### src/rtl/core/pcodec_pkg.sv
package pcodec_pkg;

  localparam logic [7:0] CH_PCT   = 8'h25;
  localparam logic [7:0] CH_PLUS  = 8'h2B;
  localparam logic [7:0] CH_SPACE = 8'h20;
  localparam logic [7:0] CH_UNDER = 8'h5F;
  localparam logic [7:0] CH_DOT   = 8'h2E;
  localparam logic [7:0] CH_DASH  = 8'h2D;

  localparam logic [63:0] MASK_LOW_RST  = 64'h0000_8000_0000_0000;
  localparam logic [63:0] MASK_HIGH_RST = 64'h0;

  localparam int QDEPTH = 4;
  localparam int QAW    = $clog2(QDEPTH);

  typedef enum logic [1:0] {
    REG_DIRECTION = 2'd0,
    REG_PLUS_MODE = 2'd1,
    REG_MASK_LOW  = 2'd2,
    REG_MASK_HIGH = 2'd3
  } cfg_reg_t;

  typedef enum logic [1:0] {
    ESC_NONE  = 2'd0,
    ESC_PCT   = 2'd1,
    ESC_DIGIT = 2'd2
  } esc_phase_t;

  typedef struct packed {
    logic [7:0] in_byte;
    logic       in_last;
  } in_item_t;

  typedef struct packed {
    logic [7:0] out_byte;
    logic       run_last;
    logic       string_last;
  } out_item_t;

  // Up to three result bytes caused by one input item.
  typedef struct packed {
    logic [2:0][7:0] bytes;
    logic [1:0]      count;
    logic            last;
  } qent_t;

  // Bit 4 flags a valid hex digit, bits 3:0 carry its value.
  function automatic logic [4:0] hex_val(input logic [7:0] c);
    logic [4:0] r;
    r = '0;
    if (c >= 8'h30 && c <= 8'h39) begin
      r = {1'b1, c[3:0]};
    end else if (c >= 8'h41 && c <= 8'h46) begin
      r = {1'b1, 4'(c - 8'h37)};
    end else if (c >= 8'h61 && c <= 8'h66) begin
      r = {1'b1, 4'(c - 8'h57)};
    end
    return r;
  endfunction

  function automatic logic [7:0] hex_upper(input logic [3:0] v);
    logic [7:0] r;
    if (v < 4'd10) begin
      r = 8'h30 + {4'h0, v};
    end else begin
      r = 8'h37 + {4'h0, v};
    end
    return r;
  endfunction

  function automatic logic fixed_safe(input logic [7:0] c);
    return (c >= 8'h61 && c <= 8'h7A) || (c >= 8'h41 && c <= 8'h5A) ||
           (c >= 8'h30 && c <= 8'h39) || c == CH_UNDER || c == CH_DOT || c == CH_DASH;
  endfunction

endpackage

### src/rtl/core/pcodec_front.sv
module pcodec_front import pcodec_pkg::*; (
  input  logic        clk,
  input  logic        rst_n,
  input  logic        in_push,
  input  in_item_t    in_data,
  output logic        in_full,
  input  logic        cfg_we,
  input  logic [1:0]  cfg_idx,
  input  logic [63:0] cfg_wdata,
  input  logic        q_full,
  output logic        q_push,
  output qent_t       q_wdata
);

  logic        dir_r;
  logic        plus_r;
  logic [63:0] mask_lo_r;
  logic [63:0] mask_hi_r;
  esc_phase_t  phase_r, phase_nxt;
  logic [7:0]  held_r, held_nxt;

  logic [7:0]  bin;
  logic [7:0]  bd;
  logic [4:0]  hv;
  logic [4:0]  hh;
  logic        safe;
  logic        accept;
  logic [1:0]  n;
  qent_t       ent;

  always_comb begin
    bin  = in_data.in_byte;
    bd   = (plus_r && bin == CH_PLUS) ? CH_SPACE : bin;
    hv   = hex_val(bd);
    hh   = hex_val(held_r);
    safe = fixed_safe(bin) ||
           (!bin[7] && (bin[6] ? mask_hi_r[bin[5:0]] : mask_lo_r[bin[5:0]]));
    ent       = '0;
    n         = '0;
    phase_nxt = phase_r;
    held_nxt  = held_r;
    if (!dir_r) begin
      if (plus_r && bin == CH_SPACE) begin
        ent.bytes[0] = CH_PLUS;
        n = 2'd1;
      end else if (safe) begin
        ent.bytes[0] = bin;
        n = 2'd1;
      end else begin
        ent.bytes[0] = CH_PCT;
        ent.bytes[1] = hex_upper(bin[7:4]);
        ent.bytes[2] = hex_upper(bin[3:0]);
        n = 2'd3;
      end
    end else begin
      unique case (phase_r)
        ESC_PCT: begin
          if (hv[4]) begin
            held_nxt  = bd;
            phase_nxt = ESC_DIGIT;
          end else if (bd == CH_PCT) begin
            ent.bytes[n] = CH_PCT;
            n = n + 2'd1;
          end else begin
            ent.bytes[n] = CH_PCT;
            n = n + 2'd1;
            ent.bytes[n] = bd;
            n = n + 2'd1;
            phase_nxt = ESC_NONE;
          end
        end
        ESC_DIGIT: begin
          if (hv[4]) begin
            ent.bytes[n] = {hh[3:0], hv[3:0]};
            n = n + 2'd1;
            phase_nxt = ESC_NONE;
          end else if (bd == CH_PCT) begin
            ent.bytes[n] = CH_PCT;
            n = n + 2'd1;
            ent.bytes[n] = held_r;
            n = n + 2'd1;
            phase_nxt = ESC_PCT;
          end else begin
            ent.bytes[n] = CH_PCT;
            n = n + 2'd1;
            ent.bytes[n] = held_r;
            n = n + 2'd1;
            ent.bytes[n] = bd;
            n = n + 2'd1;
            phase_nxt = ESC_NONE;
          end
          if (phase_nxt != ESC_DIGIT) begin
            held_nxt = '0;
          end
        end
        default: begin
          if (bd == CH_PCT) begin
            phase_nxt = ESC_PCT;
          end else begin
            ent.bytes[n] = bd;
            n = n + 2'd1;
            phase_nxt = ESC_NONE;
          end
        end
      endcase
      if (in_data.in_last) begin
        if (phase_nxt == ESC_PCT) begin
          ent.bytes[n] = CH_PCT;
          n = n + 2'd1;
        end else if (phase_nxt == ESC_DIGIT) begin
          ent.bytes[n] = CH_PCT;
          n = n + 2'd1;
          ent.bytes[n] = held_nxt;
          n = n + 2'd1;
        end
        phase_nxt = ESC_NONE;
        held_nxt  = '0;
      end
    end
    ent.count = n;
    ent.last  = in_data.in_last;
  end

  assign accept  = in_push && !q_full;
  assign in_full = q_full;
  assign q_push  = accept && (n != 2'd0);
  assign q_wdata = ent;

  always_ff @(posedge clk) begin
    if (!rst_n) begin
      dir_r     <= 1'b0;
      plus_r    <= 1'b0;
      mask_lo_r <= MASK_LOW_RST;
      mask_hi_r <= MASK_HIGH_RST;
      phase_r   <= ESC_NONE;
      held_r    <= '0;
    end else begin
      if (cfg_we) begin
        unique case (cfg_reg_t'(cfg_idx))
          REG_DIRECTION: dir_r     <= cfg_wdata[0];
          REG_PLUS_MODE: plus_r    <= cfg_wdata[0];
          REG_MASK_LOW:  mask_lo_r <= cfg_wdata;
          REG_MASK_HIGH: mask_hi_r <= cfg_wdata;
          default: ;
        endcase
      end
      if (cfg_we && cfg_reg_t'(cfg_idx) == REG_DIRECTION) begin
        phase_r <= ESC_NONE;
        held_r  <= '0;
      end else if (accept) begin
        phase_r <= phase_nxt;
        held_r  <= held_nxt;
      end
    end
  end

endmodule

### src/rtl/core/pcodec_queue.sv
module pcodec_queue import pcodec_pkg::*; (
  input  logic  clk,
  input  logic  rst_n,
  input  logic  push,
  input  qent_t wdata,
  output logic  full,
  input  logic  pop,
  output logic  empty,
  output qent_t head
);

  qent_t          mem_r [QDEPTH];
  logic [QAW-1:0] wr_ptr_r;
  logic [QAW-1:0] rd_ptr_r;
  logic [QAW:0]   cnt_r;
  logic           do_push;
  logic           do_pop;

  assign full    = (cnt_r == (QAW+1)'(QDEPTH));
  assign empty   = (cnt_r == '0);
  assign do_push = push && !full;
  assign do_pop  = pop && !empty;
  assign head    = mem_r[rd_ptr_r];

  always_ff @(posedge clk) begin
    if (do_push) begin
      mem_r[wr_ptr_r] <= wdata;
    end
  end

  always_ff @(posedge clk) begin
    if (!rst_n) begin
      wr_ptr_r <= '0;
      rd_ptr_r <= '0;
      cnt_r    <= '0;
    end else begin
      if (do_push) begin
        wr_ptr_r <= wr_ptr_r + 1'b1;
      end
      if (do_pop) begin
        rd_ptr_r <= rd_ptr_r + 1'b1;
      end
      if (do_push && !do_pop) begin
        cnt_r <= cnt_r + 1'b1;
      end else if (do_pop && !do_push) begin
        cnt_r <= cnt_r - 1'b1;
      end
    end
  end

endmodule

### src/rtl/core/pcodec_back.sv
module pcodec_back import pcodec_pkg::*; (
  input  logic      clk,
  input  logic      rst_n,
  input  logic      q_empty,
  input  qent_t     q_head,
  output logic      q_pop,
  output logic      out_empty,
  input  logic      out_pop,
  output out_item_t out_data
);

  logic       out_valid_r, out_valid_nxt;
  out_item_t  out_item_r, out_item_nxt;
  logic [1:0] idx_r, idx_nxt;
  logic       fin;
  logic       take;

  always_comb begin
    fin           = (idx_r == q_head.count - 2'd1);
    take          = (!out_valid_r || out_pop) && !q_empty;
    q_pop         = take && fin;
    out_valid_nxt = take || (out_valid_r && !out_pop);
    idx_nxt       = idx_r;
    out_item_nxt  = out_item_r;
    if (take) begin
      out_item_nxt.out_byte    = q_head.bytes[idx_r];
      out_item_nxt.run_last    = fin;
      out_item_nxt.string_last = fin && q_head.last;
      idx_nxt = fin ? 2'd0 : idx_r + 2'd1;
    end
  end

  always_ff @(posedge clk) begin
    if (!rst_n) begin
      out_valid_r <= 1'b0;
      idx_r       <= '0;
    end else begin
      out_valid_r <= out_valid_nxt;
      idx_r       <= idx_nxt;
    end
  end

  always_ff @(posedge clk) begin
    out_item_r <= out_item_nxt;
  end

  assign out_empty = !out_valid_r;
  assign out_data  = out_item_r;

endmodule

### src/rtl/core/percent_codec_top.sv
// URL percent codec for a byte stream.
// Input channel: push an item (one source byte and its end-of-string flag) while
// in_full is low. Result channel: while out_empty is low, out_data holds the oldest
// result byte with its run_last and string_last flags; pop takes it.
// Configuration: cfg_we writes cfg_wdata into register cfg_idx (0 direction,
// 1 plus mode, 2 low safe mask, 3 high safe mask); write only while the block is idle.
// The front stage classifies each item in its accept cycle and queues up to three
// result bytes in a four-entry queue. The back stage sends one byte per cycle while
// bytes wait and the receiver pops each one. The first result of an item passes through
// the queue and the output register before it shows, when nothing waits ahead of it.
// The result channel carries one result byte per cycle while the receiver pops, so an
// item that expands to three bytes holds it for all three; the input keeps taking items
// until the queue fills.
// Reset empties the queue and the output register, clears the escape state and sets the registers
// to their defaults. When the receiver stalls, the output holds and the queue fills,
// after which in_full rises; no item is lost.
module percent_codec_top import pcodec_pkg::*; (
  input  logic        clk,
  input  logic        rst_n,
  input  logic        in_push,
  input  in_item_t    in_data,
  output logic        in_full,
  output logic        out_empty,
  input  logic        out_pop,
  output out_item_t   out_data,
  input  logic        cfg_we,
  input  logic [1:0]  cfg_idx,
  input  logic [63:0] cfg_wdata
);

  logic  q_push;
  logic  q_full;
  logic  q_pop;
  logic  q_empty;
  qent_t q_wdata;
  qent_t q_head;

  pcodec_front u_front (
    .clk       (clk),
    .rst_n     (rst_n),
    .in_push   (in_push),
    .in_data   (in_data),
    .in_full   (in_full),
    .cfg_we    (cfg_we),
    .cfg_idx   (cfg_idx),
    .cfg_wdata (cfg_wdata),
    .q_full    (q_full),
    .q_push    (q_push),
    .q_wdata   (q_wdata)
  );

  pcodec_queue u_queue (
    .clk   (clk),
    .rst_n (rst_n),
    .push  (q_push),
    .wdata (q_wdata),
    .full  (q_full),
    .pop   (q_pop),
    .empty (q_empty),
    .head  (q_head)
  );

  pcodec_back u_back (
    .clk       (clk),
    .rst_n     (rst_n),
    .q_empty   (q_empty),
    .q_head    (q_head),
    .q_pop     (q_pop),
    .out_empty (out_empty),
    .out_pop   (out_pop),
    .out_data  (out_data)
  );

endmodule

### config.mk
export PLATFORM = sky130hd
export DESIGN_NAME = percent_codec_top
export DESIGN_NICKNAME = d
export VERILOG_FILES = /design/src/rtl/core/pcodec_pkg.sv /design/src/rtl/core/pcodec_front.sv /design/src/rtl/core/pcodec_queue.sv /design/src/rtl/core/pcodec_back.sv /design/src/rtl/core/percent_codec_top.sv
export SDC_FILE = /design/constraint.sdc
export NUM_CORES = 1
export LEC_CHECK = 0
export ABC_AREA = 0
export BUFFER_PORTS_ARGS = -buffer_cell sky130_fd_sc_hd__buf_2
export CAP_MARGIN = 20
export CORE_ASPECT_RATIO = 0.75
export CORE_MARGIN = 3
export CORE_UTILIZATION = 50
export CTS_CLUSTER_SIZE = 14
export DETAILED_ROUTE_END_ITERATION = 10
export PLACE_DENSITY = 0.75
export SETUP_SLACK_MARGIN = 0.3
export SLEW_MARGIN = 15
export SYNTH_ARGS = -nofsm -noshare
export SYNTH_HDL_FRONTEND = slang
export SYNTH_SLANG_ARGS = --single-unit
### constraint.sdc
create_clock -name clk -period 6.17 [get_ports clk]
set_clock_uncertainty 0.1 [all_clocks]
set_input_delay 1.234 -clock clk [delete_from_list [all_inputs] [get_ports clk]]
set_output_delay 1.234 -clock clk [all_outputs]
set_load 0.05 [all_outputs]
==> impl_summary.md, run 1 <==
Clock network
The quantity of hold-fixing buffers added after cts is 0. After clock tree synthesis, the setup repair step added 0 buffers. The total clock buffers created by CTS is 26. CTS built an H-tree with a depth of 1.

The post-cts sizing count is 0. For this design, the sink count on the clock tree is 270. The longest clock path from root to sink contains 3 buffers. The clock network latency to the later pin of the worst-skew pair is 0.54 ns. The CTS tree is done.

Clock-pin slew was measured on the worst setup and hold paths at 0.06 ns. The clock root buffer is clkbuf_16.

Global route
Global routing consumed, over all layers together, 25.3% of the routing resources. The first global-routing pass estimated 58400 µm of wire. The initial antenna violation count came to 2. The global route total overflow is 0. The maximum number of pins on one net before global-route repair is 80. The via count of the first global-routing pass came to 10200.

Synth
Of the total synthesized cell area, the portion taken by full adders, half adders and majority gates is 2.63%. The count of different cell masters after synthesis is 82. The synthesized design spends more area on one cell type than any other, namely edfxtp_1. After synthesis the cells add up to 0.0136 mm². In this run, synthesis produced a sequential element count of 270.

After synthesis, the largest family of logic cells by area is compound AO/OA/AOI/OAI gates. The synthesized netlist net count is 1430. The commonest register cell after synthesis is dfxtp_1. The portion of synthesized area spent on multiplexers is 11.0%. After synthesis, the most frequently instantiated cells are nand2_1, dfxtp_1, a21boi_0, edfxtp_1, clkbuf_1. The per-instance average area after synthesis is 10.3 µm². The dominant cell by count in the synthesized netlist is nand2_1. In the synthesized netlist the async set-or-reset flop fraction comes to 0%.

During synthesis, Yosys emitted a total of 0 warnings. The sequential share of the synthesized area is 48.4%. The number of instances in the synthesized netlist is 1322. The number of enable flip-flop cells after synthesis is 118.

Summing the areas of all compound-gate instances in the mapped netlist gives 18.0% of the synthesized area. The area share of xor/xnor cells in the synthesized design is 0.580%. In this run the biggest area consumer among cell types represents 26.1% of the synthesized area. After synthesis, the cell types taking the most area are edfxtp_1, dfxtp_1, nand2_1.

The simple-gate area share of the yosys netlist is 15.4%.

Drt
The via total after detailed routing is 10600. The routed wire length per instance is 21.0 µm. Using the TritonRoute via totals, the vias-per-cell ratio works out to 6.04.

The first detailed-routing pass ran for 6 iterations. For this block, the initial DRC count from the detailed router was 911. The wire length reported by the detailed router is 36800 µm. The remaining antenna violation count after routing is 0.

The count of unresolved DRC violations after routing is 0.

STA
Setup repair after global routing left no endpoint under its margin. After layout, the worst path uses 86.2% of the clock period. The total setup violations reported at the end of the flow is 0.

The minimum clock period is 5.32 ns. The timing-limited maximum frequency is 0.188 GHz. The number of failing hold endpoints at the final stage is 0. At the pin with the least slew margin, the transition time is 0.884 ns.

Headroom to the max-slew limit came out at 39.6%. The final number of max-transition violations came to 0. The minimum hold slack is 0.361 ns.

After routing, the total negative slack on setup checks comes to 0 ns.

Worst hold path
In this run the worst hold path is classified as reg2reg.

Floorplan
The initialized floorplan defines 51 standard-cell rows. After floorplanning, the core was sized to cover 0.0264 mm². The die width is 196 µm. The number of top-level design ports is 92. The area enclosed by the die boundary is 0.0292 mm². The starting density of the core is 51.6%. The die height is 149 µm.

Finish
Relative to the synthesized area, the layout overhead comes to 12.1%. At the end of the flow, the number of nets in the layout was 1495. The proportion of layout cells with a drive suffix above 1 is 17.7%. The filler cells instantiated in the layout total 2197. 0 antenna diodes ended up in the layout.

Critical path
Of all nets on the critical path, the largest fanout is 9. The critical path's top delay family is compound AO/OA/AOI/OAI gates. By startpoint and endpoint, the worst setup path is classified as in2reg. Walking the worst path, the cells encountered are buf_2 > inv_1 > ha_1 > nor4bb_1 > buf_4 > a2111oi_2 > or4_1 > o21ai_0 > or3_1 > inv_1 > ha_1 > o21ai_0 > a211o_1 > and4_4 > a21boi_2 > ha_1 > inv_1 > fa_1 > xor2_1 > or3_1 > a21boi_0. For the worst setup path, the data required time is 6.54 ns. Together, buffers and inverters on the worst path number 5. The data arrival at the endpoint of the critical path is 5.69 ns. Among all stages on the critical path, the largest delay is contributed by a2111oi_2.

The endpoint type of the worst setup path is a register. The startpoint kind of the worst setup timing path is an input port. In this design, the stage delay of the slowest critical-path cell is 0.50 ns.

Run status
The flow ran to the end, and the final reports show no timing, DRC or antenna violations.

Flow run
The reported max-cap violation count is 0.

Power
VDD sags by at most 204 µV. Dividing total power by cell area gives a power density of 320 mW/mm². The leakage power of the design is 5.36 nW.

Placed design
The placer's final routability congestion estimate is 1.01. The count of buffers from port buffering is 91. The half-perimeter wire length after detailed placement is 25600 µm.
[placed cells by master (no fill, tap or decap), types with 7 or more instances in the layout]
master / count
mux2i_1: 26
clkbuf_1: 7
buf_4: 37
a31oi_1: 13
o211ai_1: 7
clkbuf_16: 26
and3_1: 10
ha_1: 27
o21ai_0: 27
nand2_1: 326
dfxtp_1: 151
o221ai_1: 8
a21boi_0: 129
xnor2_1: 7
nor2_1: 41
nand3_1: 15
nand2b_1: 13
mux4_2: 53
a22oi_1: 19
nor2b_1: 15
o22ai_1: 14
buf_2: 90
edfxtp_1: 118
and2_1: 16
a21oi_1: 26
inv_1: 38
[cells by family (layout without fill, tap and decap cells)]
family | count (synthesis) | in the layout
XOR/XNOR | 9 | 9
AND/OR/NAND/NOR | 476 | 476
flip-flops | 270 | 270
AO/OA/AOI/OAI | 327 | 327
adder cells (fa/ha/maj) | 28 | 28
multiplexers | 83 | 83
buffers and inverters | 129 | 214
[worst register-to-register path, stage by stage (launching register included)]
cell and delay, ns:
dfxtp_1 0.34, nor4bb_1 0.14, buf_4 0.18, a2111oi_2 0.50, or4_1 0.34, o21ai_0 0.12
or3_1 0.40, inv_1 0.12, ha_1 0.16, o21ai_0 0.10, a211o_1 0.34, and4_4 0.18
a21boi_2 0.20, ha_1 0.21, inv_1 0.06, fa_1 0.37, xor2_1 0.18, or3_1 0.31
a21boi_0 0.16
[path summary, 6_finish.rpt]
check | startpoint | end | slack, ns | cells after the start
hold / removal | u_front.mask_hi_r[33]$_SDFFE_PN0P_ | u_front.mask_hi_r[33]$_SDFFE_PN0P_ | 0.36 | 2
hold reg to reg | u_front.mask_hi_r[33]$_SDFFE_PN0P_ | u_front.mask_hi_r[33]$_SDFFE_PN0P_ | 0.36 | 2
setup reg to reg | u_front.plus_r$_SDFFE_PN0P_ | u_queue.cnt_r[2]$_SDFFE_PN0P_ | 1.61 | 18
setup / recovery | in_data[5] | u_queue.cnt_r[2]$_SDFFE_PN0P_ | 0.85 | 21
[power by group]
part | switching, W | internal [W] | total, W
clock network | 0.000678 | 0.000915 | 0.00159
registers | 0.000107 | 0.00213 | 0.00224
logic | 0.000652 | 0.000396 | 0.00105
[layer usage]
layer / vias up / GRT usage, % / share of wire, % / wire, µm
met2: 455 / 36.9 / 42 / 15500
met1: 5136 / 38.4 / 46 / 17000
met5: - / 0 / 0.087 / 32
met3: 65 / 6.32 / 9.2 / 3400
met4: 4 / 5.63 / 2.1 / 779
li1: 4921 / - / - / -
[stage by stage]
| step | instances | utilization, % | instance area, µm² | setup slack (ns) | total power (W) |
|---|---|---|---|---|---|
| 6_report | 1751 | 57.8 | 15200 | 0.851 | 0.00488 |
| 5_1_grt | 1751 | 57.8 | 15200 | 0.485 | 0.00511 |
| 3_5_place_dp | 1703 | 54.6 | 14400 | 0.368 | 0.00332 |
| 4_1_cts | 1751 | 57.8 | 15200 | 0.914 | 0.00491 |
| 2_1_floorplan | 1322 | - | 13600 | 0.341 | 0.00301 |
| 3_3_place_gp | 1702 | 54.6 | 14400 | 0.447 | 0.00329 |
[layout make-up]
| type | instances | area (µm²) | area share (%) |
|---|---|---|---|
| flip-flops and latches | 270 | 6590 | 43.2 |
| repair buffers | 129 | 752 | 4.93 |
| clock buffers | 38 | 737 | 4.83 |
| inverters | 37 | 139 | 0.911 |
| well taps | 344 | 430 | 2.82 |
| multi-input cells | 923 | 6490 | 42.6 |
| clock inverters | 10 | 111 | 0.731 |
[state kept, by name, indices dropped and copies added (netlist names), named ones only]
| signal | count |
|---|---|
| u_queue.mem_r | 108 |
| u_front.mask_lo_r | 64 |
| u_queue.wr_ptr_r | 2 |
| u_back.idx_r | 2 |
| u_front.held_r | 8 |
| u_back.out_valid_r | 1 |
| u_front.mask_hi_r | 64 |
| u_front.dir_r | 1 |
| u_queue.cnt_r | 3 |
| u_back.out_data | 10 |
| u_queue.rd_ptr_r | 2 |
| u_front.phase_r | 2 |
| u_front.plus_r | 1 |
(Power assumes the default switching activity.)
==> run 2: changes to the inputs <==
--- a/config.mk
+++ b/config.mk
@@ -6,14 +6,14 @@
 export NUM_CORES = 1
 export LEC_CHECK = 0
 export ABC_AREA = 0
-export BUFFER_PORTS_ARGS = -buffer_cell sky130_fd_sc_hd__buf_2
 export CAP_MARGIN = 20
 export CORE_ASPECT_RATIO = 0.75
 export CORE_MARGIN = 3
 export CORE_UTILIZATION = 50
 export CTS_CLUSTER_SIZE = 14
 export DETAILED_ROUTE_END_ITERATION = 10
-export PLACE_DENSITY = 0.75
+export DONT_BUFFER_PORTS = 1
+export PLACE_DENSITY = 0.72
 export SETUP_SLACK_MARGIN = 0.3
 export SLEW_MARGIN = 15
 export SYNTH_ARGS = -nofsm -noshare
==> run 2 against run 1 <==
Against the previous run:
- flip-flop and latch count unchanged
- final cell count down 5.7%
- wire length down 1.8%
- die area unchanged
- via count down 4.2%
- clock power about the same
- global-route usage down 0.61 points
- register-to-register slack worse by 0.19 ns
- final area down 3.5%
- count of clock-buffer cells in the layout down 2
- highest routed layer unchanged
==> impl_summary.md, run 2 (synthesis results as in run 1) <==
STA
The minimum clock period is 5.33 ns (+0.0132 ns). The final number of max-transition violations is 0 (unchanged). The timing-limited maximum frequency is 0.188 GHz (-0.25%).

The transition time at the pin with the least slew margin is 0.874 ns (-0.0100 ns). The total setup violations reported at the end of the flow is 0 (unchanged). The number of failing hold endpoints at the final stage was 0 (unchanged). The minimum hold slack is 0.360 ns (-0.000880 ns). Setup repair after global routing left no endpoint under its margin.

The worst setup slack after layout came to 0.838 ns (-0.0132 ns). The post-route fraction of the period consumed by the critical path came to 86.4% (+0.21 points). The relative max-transition margin is 41.5% (+1.9 points).

The final total negative setup slack is 0 ns (unchanged).

Placed design
The count of buffers from port buffering is 0 (-100%). The placer's final routability congestion estimate was 0.954 (-5.8%). The half-perimeter wire length after detailed placement was 24700 µm (-3.5%). The placement-stage worst setup slack is 0.268 ns (-0.100 ns).

Finish
The net total in the final layout is 1395 (-6.7%). The area of combinational cells with multiple inputs was 0.00650 mm² (+0.17%). In the final layout, the registers with the most flip-flops are u_queue.mem_r x108, u_front.mask_hi_r x64, u_front.mask_lo_r x64. The register with the highest flop count is u_queue.mem_r.

The flip-flop and latch area is 0.00659 mm² (unchanged). The number of inserted diodes is 0 (unchanged). The flip-flop count of the largest register, all copies and words added was 108 (unchanged).

The layout overhead on the synthesized area is 8.21%. The proportion of layout cells with a drive suffix above 1 came to 11.6% (-6.1 points). In the layout the commonest cells are nand2_1, dfxtp_1, a21boi_0. The most common library cell in the layout ignoring fill and taps is nand2_1. The number of fillers in the final layout is 2288 (+4.1%).

Clock network
The buffer depth of the longest clock path is 3 (unchanged). The clock root buffer is clkbuf_16. The H-tree depth is 1 (unchanged). The total clock buffers created by CTS is 27 (+3.8%). The clock-pin slew on the worst setup and hold paths is 0.06 ns (about the same). The post-cts sizing count is 0 (unchanged). The clock network latency to the later pin of the worst-skew pair was 0.55 ns (about the same).

The TritonCTS sink count is 270 (unchanged). The post-CTS setup buffer count is 0 (unchanged). The CTS tree is done.

The quantity of hold-fixing buffers added after cts came to 0 (unchanged).

Global route
The combined global-route utilization of all metal layers is 24.7% (-0.61 points). The maximum number of pins on one net before global-route repair is 147 (+84%). The global route total overflow is 0 (unchanged). The initial antenna violation count is 0 (-2).

The via count of the first global-routing pass is 9642 (-5.5%). The first-pass GRT wire length is 56800 µm (-2.9%).

Drt
The remaining antenna violation count after routing is 0 (unchanged). The wire length reported by the detailed router is 36100 µm (-1.8%). The length of the first detailed-routing pass in iterations was 6 (unchanged). The routed wire length per instance is 21.9 µm (+4.2%). The via count normalized by instance count is 6.14 (+1.6%). The count of unresolved DRC violations after routing is 0 (unchanged).

The number of DRC violations after detailed-routing iteration 0 came to 947 (+4.0%). The via total after detailed routing came to 10100 (-4.2%).

Critical path
The required time at the endpoint of the critical path was 6.54 ns (about the same). The startpoint kind of the worst setup timing path is an input port. The worst setup path is captured at a register. The data arrival at the endpoint of the critical path came to 5.71 ns (+0.02 ns). The largest fanout on the critical path is 13 (+4). By startpoint and endpoint, the worst setup path is classified as in2reg.

Floorplan
The area enclosed by the die boundary came to 0.0292 mm² (unchanged). The die width is 196 µm (unchanged). The number of top-level design ports came to 92 (unchanged). The total number of placement rows is 51 (unchanged). The starting density of the core is 51.6% (unchanged). The area inside the core boundary is 0.0264 mm² (unchanged). The die height is 149 µm (unchanged).

Flow run
The reported max-cap violation count is 0 (unchanged).

Power
The leakage power of the design came to 4.94 nW (-7.9%). The peak supply drop was 212 µV (+3.8%). The overall power consumption came to 0.00474 W (-2.8%). The power density over the cells is 322 mW/mm² (+0.74%).

Run status
The run finished with clean final reports.

Worst hold path
The path class of the tightest hold or removal check is reg2reg.
==> run 2: final cells by class <==
type	instances	share of cell area, %
flip-flops and latches	270	44.8
multi-input cells	923	44.2
clock buffers	36	4.90
well taps	344	2.93
repair buffers	28	1.51
inverters	37	0.944
clock inverters	13	0.782
==> run 2: final timing paths <==
kind                                                          from  slack (ns)                                  to  depth (start not counted)
worst min register to register  u_front.mask_lo_r[41]$_SDFFE_PN0P_        0.36  u_front.mask_lo_r[41]$_SDFFE_PN0P_                          2
worst max-delay path                                    in_data[5]        0.84       u_queue.cnt_r[2]$_SDFFE_PN0P_                         20
worst min-delay path            u_front.mask_lo_r[41]$_SDFFE_PN0P_        0.36  u_front.mask_lo_r[41]$_SDFFE_PN0P_                          2
worst max register to register     u_front.phase_r[0]$_SDFFE_PP0P_        1.42       u_queue.cnt_r[2]$_SDFFE_PN0P_                         17
==> run 2: where the power goes <==
| group | leakage (nW) | switching, W | internal (W) |
|---|---|---|---|
| clock | 0.410 | 0.000662 | 0.000901 |
| combinational | 2.21 | 0.000458 | 0.000358 |
| sequential | 2.31 | 0.000231 | 0.00213 |
| total | 4.94 | 0.00135 | 0.00339 |
==> run 2: layer usage <==
| metal | GRT usage (%) | vias to the layer above | routed length [µm] | share of wire [%] |
|---|---|---|---|---|
| li1 | - | 4723 | - | - |
| met1 | 38.2 | 4881 | 16600 | 46 |
| met2 | 34.1 | 456 | 14800 | 41 |
| met3 | 7.18 | 73 | 3800 | 11 |
| met4 | 5.56 | 2 | 871 | 2.4 |
| met5 | 2.19 | - | 79 | 0.22 |
==> run 2: critical path: stages <==
cell       delay [ns]
inv_1            0.06
ha_1             0.27
nor4bb_2         0.45
buf_4            0.23
a31oi_1          0.10
o2111ai_2        0.24
a21oi_1          0.10
or3_1            0.45
inv_1            0.12
ha_1             0.29
o21ai_0          0.15
a211o_1          0.34
and4_4           0.18
a21boi_2         0.21
ha_1             0.21
inv_1            0.06
fa_1             0.38
xor2_1           0.18
or3_1            0.30
a21boi_0         0.16
==> run 2: metrics by stage <==
step / util [%] / cell area (µm²) / std cells
after detailed placement: 52.6 / 13900 / 1601
final: 55.8 / 14700 / 1651
after global placement: 52.6 / 13900 / 1601
after floorplan: - / 13600 / 1322
after global routing: 55.8 / 14700 / 1651
after CTS: 55.7 / 14700 / 1650
